**config.mk**
```make
export PLATFORM = sky130hd
export DESIGN_NAME = dmt_cell
export DESIGN_NICKNAME = d
export VERILOG_FILES = /design/src/rtl/core/dmt_pkg.sv /design/src/rtl/core/dmt_cell.sv
export SDC_FILE = /design/constraint.sdc
export NUM_CORES = 1
export LEC_CHECK = 0
export BUFFER_PORTS_ARGS = -buffer_cell sky130_fd_sc_hd__buf_2
export CORE_ASPECT_RATIO = 1.5
export CORE_MARGIN = 3
export CORE_UTILIZATION = 44
export DETAILED_ROUTE_END_ITERATION = 8
export GPL_TIMING_DRIVEN = 1
export PLACE_DENSITY_LB_ADDON = 0.25
export SLEW_MARGIN = 20
export SYNTH_ARGS = -nofsm -noshare
export SYNTH_HDL_FRONTEND = slang
export SYNTH_SLANG_ARGS = --single-unit
```
**constraint.sdc**
```tcl
create_clock -name clk -period 3.9 [get_ports clk]
set_input_delay 0.585 -clock clk [delete_from_list [all_inputs] [get_ports clk]]
set_output_delay 0.585 -clock clk [all_outputs]
set_load 0.005 [all_outputs]
```
**src/rtl/core/dmt_pkg.sv**
```systemverilog
package dmt_pkg;

  // table geometry
  localparam int TABLE_DEPTH = 256;
  localparam int IDX_W = (TABLE_DEPTH > 1) ? $clog2(TABLE_DEPTH) : 1;
  localparam int CNT_W = $clog2(TABLE_DEPTH + 1);

  // opcodes
  localparam logic [1:0] OP_INSERT = 2'd0;
  localparam logic [1:0] OP_READ   = 2'd1;
  localparam logic [1:0] OP_CLEAR  = 2'd2;

  // result status codes
  localparam logic [2:0] ST_ADDED    = 3'd0;
  localparam logic [2:0] ST_MERGED   = 3'd1;
  localparam logic [2:0] ST_ZERO     = 3'd2;
  localparam logic [2:0] ST_FULL     = 3'd3;
  localparam logic [2:0] ST_READ_OK  = 3'd4;
  localparam logic [2:0] ST_READ_BAD = 3'd5;
  localparam logic [2:0] ST_CLEARED  = 3'd6;

  // command broadcast to every cell while an item is in flight
  typedef struct packed {
    logic [63:0]      key;
    logic [31:0]      stamp;
    logic             mark;
    logic [IDX_W-1:0] read_idx;
    logic [CNT_W-1:0] count;
    logic             app_we;
  } cmd_t;

  // search token handed from cell to cell
  typedef struct packed {
    logic             live;
    logic             is_read;
    logic             found;
    logic [IDX_W-1:0] pos;
    logic [63:0]      key;
    logic [31:0]      stamp;
    logic             flag;
  } tok_t;

endpackage

```
**src/rtl/core/dmt_cell.sv**
```systemverilog
module dmt_cell
  import dmt_pkg::*;
(
  input  logic             clk,
  input  logic             rst_n,
  input  logic [IDX_W-1:0] cell_idx,
  input  cmd_t             cmd,
  input  tok_t             tok_in,
  output tok_t             tok_out
);

  logic [63:0] key_r;
  logic [31:0] stamp_r;
  logic        flag_r;
  logic [63:0] key_nxt;
  logic [31:0] stamp_nxt;
  logic        flag_nxt;
  tok_t        tok_r;
  tok_t        tok_nxt;
  logic        in_use;
  logic        hit;

  // record lookup and merge for the token passing through
  always_comb begin
    in_use    = {{(CNT_W - IDX_W){1'b0}}, cell_idx} < cmd.count;
    key_nxt   = key_r;
    stamp_nxt = stamp_r;
    flag_nxt  = flag_r;
    tok_nxt   = tok_in;
    hit       = 1'b0;
    if (tok_in.live) begin
      if (tok_in.is_read) begin
        hit = (cell_idx == cmd.read_idx);
      end else begin
        hit = !tok_in.found && in_use && (key_r == cmd.key);
        if (hit) begin
          if (cmd.mark) flag_nxt = 1'b1;
          if ((cmd.stamp != 32'd0) && (stamp_r == 32'd0)) stamp_nxt = cmd.stamp;
        end
      end
    end
    if (hit) begin
      tok_nxt.found = 1'b1;
      tok_nxt.pos   = cell_idx;
      tok_nxt.key   = key_nxt;
      tok_nxt.stamp = stamp_nxt;
      tok_nxt.flag  = flag_nxt;
    end
    // append of a new record at the fill position
    if (cmd.app_we && ({{(CNT_W - IDX_W){1'b0}}, cell_idx} == cmd.count)) begin
      key_nxt   = cmd.key;
      stamp_nxt = cmd.stamp;
      flag_nxt  = cmd.mark;
    end
  end

  // record storage
  always_ff @(posedge clk) begin
    key_r   <= key_nxt;
    stamp_r <= stamp_nxt;
    flag_r  <= flag_nxt;
  end

  // token register towards the next cell
  always_ff @(posedge clk) begin
    if (!rst_n) begin
      tok_r.live <= 1'b0;
    end else begin
      tok_r.live <= tok_nxt.live;
    end
    tok_r.is_read <= tok_nxt.is_read;
    tok_r.found   <= tok_nxt.found;
    tok_r.pos     <= tok_nxt.pos;
    tok_r.key     <= tok_nxt.key;
    tok_r.stamp   <= tok_nxt.stamp;
    tok_r.flag    <= tok_nxt.flag;
  end

  assign tok_out = tok_r;

endmodule

```
==> summary.md, run 1 <==
| Metric | Value |
|---|---|
| Worst reg-to-reg setup slack | `730 ps` |
| Vias per cell | `5.07` |
| CTS Buf Count | `20` |
| Distinct cells, synth | `43` |
| Final setup vio count | `0` |
| DIE AREA | `0.0197 sq mm` |
| Initial Util | `45.2%` |
| Hold EP | `tok_out[106]` |
| Sequential fraction of the synthesis area | `59.7%` |
| Clk sinks | `205` |
| Peak supply drop | `325 uV` |
| Gr ovfl total | `0` |
| DP Wirelength | `17000 microns` |
| Initial DRC count | `180` |
| Nets | `1187` |
| Clock Tree Buf Depth | `3` |
| Detail Route Antenna Nets | `0` |
| Critical path class | `reg -> reg` |
| Synth Net Count | `839` |
| Area grow syn2layout | `32.4%` |
| Fmax | `316 MHz` |
| Insertion delay to the later sink of the worst-skew pair | `480 ps` |
| Most frequent cells after synthesis | `141 x dfxtp_1, 68 x mux2_2, 64 x edfxtp_1, 46 x xnor2_1, 36 x mux2_1` |
| Hold_buf cts | `0` |
| CP Data Arrival Time | `3540 ps` |
| PwrDens | `439 mW/mm^2` |
| Leading area contributor after synthesis | `dfxtp_1` |
| First-pass DRT Iterations | `4` |
| Critical path, cell by cell | `xnor2_1 -> nand4_1 -> nor4_1 -> nand3_1 -> or4_4 -> nand2_4 -> mux2_2` |
| H-tree levels | `1` |
| Proportion of layout cells with a drive suffix above 1 | `47.2%` |
| Hold Path Stages | `1` |
| Status | `finished clean` |
| Clock root buffer | `clkbuf_16` |
| Post-synthesis register bit count | `205` |
| Top-level port count | `341` |
| Synthesized cell area | `0.00795 sq mm` |
| Slowest stage delay, CP | `710 ps` |
| Largest net degree at the start of global routing | `62` |
| First-pass GRT wire length | `32400 microns` |
| # rows | `59` |
| Synth Warn # | `0` |
| Synthesized area per cell | `13.3 sq um` |
| CP Max Fanout | `32` |
| Clk slew on worst S/H paths | `60 ps` |
| RSZ-0062 raised after global routing | `false` |
| Port Buffers | `340` |
| Final core utilization | `59.9%` |
| HP Class | `in -> reg` |
| Max Clock Skew | `6.97 ps` |
| Primary FF master, synth | `dfxtp_1` |
| Crit path required time | `4270 ps` |
| Hold_ws | `235 ps` |
| Crit-path slowest cell | `nor4_1` |
| Core area | `0.0176 sq mm` |
| # Max-Cap Violations | `0` |
| Post-CTS Resized | `0` |
| Placer Congestion | `0.825` |
| Reg2Reg Capture Point | `stamp_r[31]` |
| Number of synthesized flops with an enable pin | `64` |
| Leakage power | `4.75 nW` |
| Antenna violations before repair | `5` |
| DRC | `0` |
| Max-slew violations | `0` |
| Final worst-path cycle share | `81.2%` |
| Hold Startpoint | `tok_in[106]` |
| Gr usage total | `21.0%` |
| RR Startpoint | `key_r[61]` |
| DIE HEIGHT | `171 microns` |
| Number of global-route vias before repair | `6284` |
| Vias post-DR | `5968` |
| Setup_tns | `0 ps` |
| Synthesized instance count | `598` |
| Setup repair bufs after CTS | `0` |
| Worst Setup End Kind | `flip-flop` |
| Top-count cell post-synth | `dfxtp_1` |
| FFs w/ async S/R, synth | `0%` |
| Worst-margin pin slew | `987 ps` |
| CTS tree | `built` |
| Final Hold Vio Count | `0` |
| WL final | `21900 microns` |
| Startpoint types | `flip-flop` |
| Die Wd | `116 microns` |
| Rel. slew slack | `33.4%` |
| Routed wire per std cell | `18.6 microns` |
| Synth top area share | `35.5%` |
| Synth area leaders | `dfxtp_1 36%, edfxtp_1 24%, mux2_2 9.6%` |
| R2r worst-path depth | `7` |
| Final min period | `3170 ps` |
[cells by family after synthesis]
group / count (synthesis) / synth area share (%)
xor+xnor: 54 / 5.95
fa+ha+maj: 8 / 1.26
mux: 104 / 14.7
compound gates: 76 / 7.51
flops: 205 / 59.7
buf+inv: 42 / 2.97
simple gates: 109 / 7.89
[power breakdown]
group          total [W]  internal (W)  switching [W]
Clock            0.00192       0.00114       0.000780
Sequential       0.00230       0.00228      0.0000292
Combinational   0.000398      0.000223       0.000175
[cells in the final DEF (no fill, tap or decap), types with 13 or more instances in the layout]
cell,count
a21o_1,22
a22o_1,21
clkbuf_16,21
mux2_2,68
nand4_1,16
o22ai_1,13
edfxtp_1,64
nor4_1,19
nor2_1,29
mux2_1,36
dfxtp_1,141
buf_2,340
inv_1,21
xnor2_1,46
[through the flow]
| stage | power, W | setup WS (ps) | area [sq um] | cells |
|---|---|---|---|---|
| 2_1_floorplan | 0.00250 | 855 | 7950 | 598 |
| 3_3_place_gp | 0.00274 | 451 | 9850 | 1137 |
| 3_5_place_dp | 0.00275 | 438 | 9850 | 1137 |
| 4_1_cts | 0.00468 | 677 | 10500 | 1172 |
| 5_1_grt | 0.00481 | 551 | 10500 | 1176 |
| 6_report | 0.00462 | 733 | 10500 | 1176 |
[worst max-delay path: cells and delay by family (launching register included)]
kind	cells	cell delay [ps]
simple gates	5	2050
flops	1	400
mux	1	380
xor+xnor	1	200
[how the worst max path moves through the flow]
| stage | end | cells past startpoint | startpoint | slack [ps] |
|---|---|---|---|---|
| CTS | stamp_r[0] | 7 | key_r[61] | 680 |
| detailed placement | stamp_r[31] | 8 | cmd[112] | 440 |
| floorplan | key_r[0] | 6 | cmd[7] | 860 |
| finish | stamp_r[31] | 7 | key_r[61] | 730 |
| global route | stamp_r[7] | 7 | key_r[61] | 550 |
| global placement | stamp_r[31] | 8 | cmd[112] | 450 |
[routing by layer]
| metal | vias to the layer above | wire (microns) | part of all wire [%] | track usage [%] |
|---|---|---|---|---|
| li1 | 2888 | - | - | - |
| met1 | 2802 | 7920 | 36 | 22.6 |
| met2 | 247 | 11800 | 54 | 40.1 |
| met3 | 29 | 1810 | 8.3 | 5.20 |
| met4 | 2 | 377 | 1.7 | 5.65 |
| met5 | - | 7 | 0.032 | 0 |
[state kept, by name, summed over array words and instances, names as in the netlist]
register / cells
flag_r: 1
key_r: 64
stamp_r: 32
tok_out: 108
[final cells by class]
type	count	area (sq um)
inverter	22	82.6
antenna	4	10.0
timing repair buffer	346	1780
clock buffer	29	606
tap	213	267
fill	1488	7040
clock inverter	6	56.3
multi-input combinational	351	2980
sequential	205	4740
Power figures use the tool's default switching activity.
==> run 2: changes to the inputs <==
clock period = 3.09 ns   (was 3.9 ns; I/O delays follow)
==> summary.md, run 2 (synthesis results as in run 1) <==
| Metric | Value |
|---|---|
| Status | `finished clean (unchanged)` |
| Largest net degree at the start of global routing | `65 (was 62)` |
| Most common cell after layout, fill and taps aside | `buf_2 (unchanged)` |
| Cells after DPL | `1148 (was 1137)` |
| Clock Tree Buf Depth | `3 (unchanged)` |
| Final setup vio count | `0 (unchanged)` |
| Number of global-route vias before repair | `6156 (was 6284)` |
| R2r worst-path depth | `9 (was 7)` |
| DIE AREA | `0.0197 sq mm (unchanged)` |
| Most frequent cells in the layout | `340 x buf_2, 141 x dfxtp_1, 68 x mux2_2 (unchanged)` |
| Final worst-path cycle share | `91.0% (was 81.2%)` |
| Setup_tns | `0 ps (unchanged)` |
| Final core utilization | `61.0% (was 59.9%)` |
| Initial Util | `45.2% (unchanged)` |
| DRC | `0 (unchanged)` |
| CTS Buf Count | `20 (unchanged)` |
| Setup repair bufs after CTS | `0 (unchanged)` |
| Fillcell total | `1514 (was 1488)` |
| Buffers & Inverters on Critical Path | `2 (was 0)` |
| Core area | `0.0176 sq mm (unchanged)` |
| Worst-margin pin slew | `685 ps (was 987 ps)` |
| Fmax | `355 MHz (was 316 MHz)` |
| Hold Path Stages | `1 (unchanged)` |
| Slowest stage delay, CP | `530 ps (was 710 ps)` |
| Final Hold Vio Count | `0 (unchanged)` |
| PwrDens | `568 mW/mm^2 (was 439 mW/mm^2)` |
| Reg2Reg Capture Point | `stamp_r[20] (was stamp_r[31])` |
| Die Wd | `116 microns (unchanged)` |
| CTS tree | `built (unchanged)` |
| Worst reg-to-reg setup slack | `280 ps (was 730 ps)` |
| DP Wirelength | `17100 microns (was 17000 microns)` |
| Crit path max-delay family | `simple AND/OR/NAND/NOR gates (unchanged)` |
| HP Class | `in -> reg (unchanged)` |
| Antenna violations before repair | `5 (unchanged)` |
| CP most frequent cell | `buf_4` |
| H-tree levels | `1 (unchanged)` |
| Worst Setup End Kind | `flip-flop (unchanged)` |
| Crit path required time | `3520 ps (was 4270 ps)` |
| Hold EP | `tok_out[106] (unchanged)` |
| Max-slew violations | `0 (unchanged)` |
| Post-CTS Resized | `0 (unchanged)` |
| DIE HEIGHT | `171 microns (unchanged)` |
| Final min period | `2810 ps (was 3170 ps)` |
| CP Max Fanout | `21 (was 32)` |
| RR Startpoint | `key_r[61] (unchanged)` |
| Routed wire per std cell | `18.2 microns (was 18.6 microns)` |
| Detail Route Antenna Nets | `0 (unchanged)` |
| Critical path class | `reg -> reg (unchanged)` |
| Insertion delay to the later sink of the worst-skew pair | `480 ps (about the same)` |
| Area grow syn2layout | `34.8% (was 32.4%)` |
| Hold_buf cts | `0 (unchanged)` |
| Nets | `1198 (was 1187)` |
| Gr ovfl total | `0 (unchanged)` |
| First-pass DRT Iterations | `4 (unchanged)` |
| Pwr Total | `0.00609 W (was 0.00462 W)` |
| Critical path, cell by cell | `xnor2_1 -> nand4_1 -> nor4_1 -> buf_4 -> nand3_1 -> or4_4 -> nand2_4 -> buf_4 -> a22o_1 (was xnor2_1 -> nand4_1 -> nor4_1 -> nand3_1 -> or4_4 -> nand2_4 -> mux2_2)` |
| Gr usage total | `20.5% (was 21.0%)` |
| Peak supply drop | `466 uV (was 325 uV)` |
| WP depth | `9 (was 7)` |
| WL final | `21600 microns (was 21900 microns)` |
| Vias post-DR | `5970 (was 5968)` |
| # Max-Cap Violations | `0 (unchanged)` |
| Port Buffers | `340 (unchanged)` |
| Crit-path slowest cell | `or4_4 (was nor4_1)` |
| Max Clock Skew | `8.01 ps (was 6.97 ps)` |
| Rel. slew slack | `53.9% (was 33.4%)` |
| RSZ-0062 raised after global routing | `false (unchanged)` |
| Hold Startpoint | `tok_in[106] (unchanged)` |
| First-pass GRT wire length | `31900 microns (was 32400 microns)` |
| Clk slew on worst S/H paths | `60 ps (about the same)` |
| Proportion of layout cells with a drive suffix above 1 | `48.0% (was 47.2%)` |
| Final Non-Filler Cells | `1187 (was 1176)` |
| Top-level port count | `341 (unchanged)` |
| # rows | `59 (unchanged)` |
| CP Data Arrival Time | `3240 ps (was 3540 ps)` |
| Clk sinks | `205 (unchanged)` |
| Vias per cell | `5.03 (was 5.07)` |
| Initial DRC count | `273 (was 180)` |
| Max reg flops | `108 (unchanged)` |
| Startpoint types | `flip-flop (unchanged)` |
| Leakage power | `4.85 nW (was 4.75 nW)` |
| Placer Congestion | `0.879 (was 0.825)` |
| Clock root buffer | `clkbuf_16 (unchanged)` |
## run 2: cell types whose count changed in the layout (fill, tap and decap cells not counted), sizes merged
cell,change
clkbuf,-4
clkinvlp,-1
diode,-1
inv,+1
clkinv,+1
buf,+11
bufinv,+4
## run 2: worst max path at each step
| stage | slack, ps | to | start |
|---|---|---|---|
| final | 280 | stamp_r[20] | key_r[61] |
| after global placement | 90 | stamp_r[18] | cmd[112] |
| after global routing | 90 | stamp_r[24] | key_r[61] |
| after floorplan | 170 | key_r[0] | cmd[7] |
| after detailed placement | 50 | stamp_r[20] | cell_idx[7] |
| after CTS | 220 | stamp_r[25] | key_r[61] |
## run 2: worst reg2reg max path: stages (launching register included)
cell	delay (ps)
edfxtp_1	400
xnor2_1	220
nand4_1	160
nor4_1	490
buf_4	220
nand3_1	110
or4_4	530
nand2_4	170
buf_4	290
a22o_1	180
## run 2: where the power goes
group | switching, W | internal [W] | leakage, nW | total, W
Sequential | 0.0000362 | 0.00287 | 1.75 | 0.00291
Combinational | 0.000220 | 0.000282 | 2.73 | 0.000501
Clock | 0.000994 | 0.00169 | 0.364 | 0.00268
## run 2: cell type report
class	count	area, sq um	area share (%)
antenna	3	7.51	0.0701
clock buffer	25	551	5.14
clock inverter	11	181	1.69
inverter	22	82.6	0.771
multi-input combinational	351	2980	27.8
sequential	205	4740	44.3
tap	213	267	2.49
timing repair buffer	357	1900	17.8
## run 2: stage by stage
step,cell area [sq um],hold slack (ps),worst slack (ps)
floorplan,7950,425,167
global placement,9970,441,87.2
detailed placement,9970,445,53.2
CTS,10700,100,217
global route,10700,114,93.0
finish,10700,120,277
## run 2: layer usage
layer / global-route usage (%) / up-vias / routed length, microns
met3: 4.99 / 34 / 1770
met2: 38.9 / 261 / 11500
li1: - / 2913 / -
met4: 5.86 / 2 / 530
met5: 0 / - / 8
met1: 22.4 / 2760 / 7800
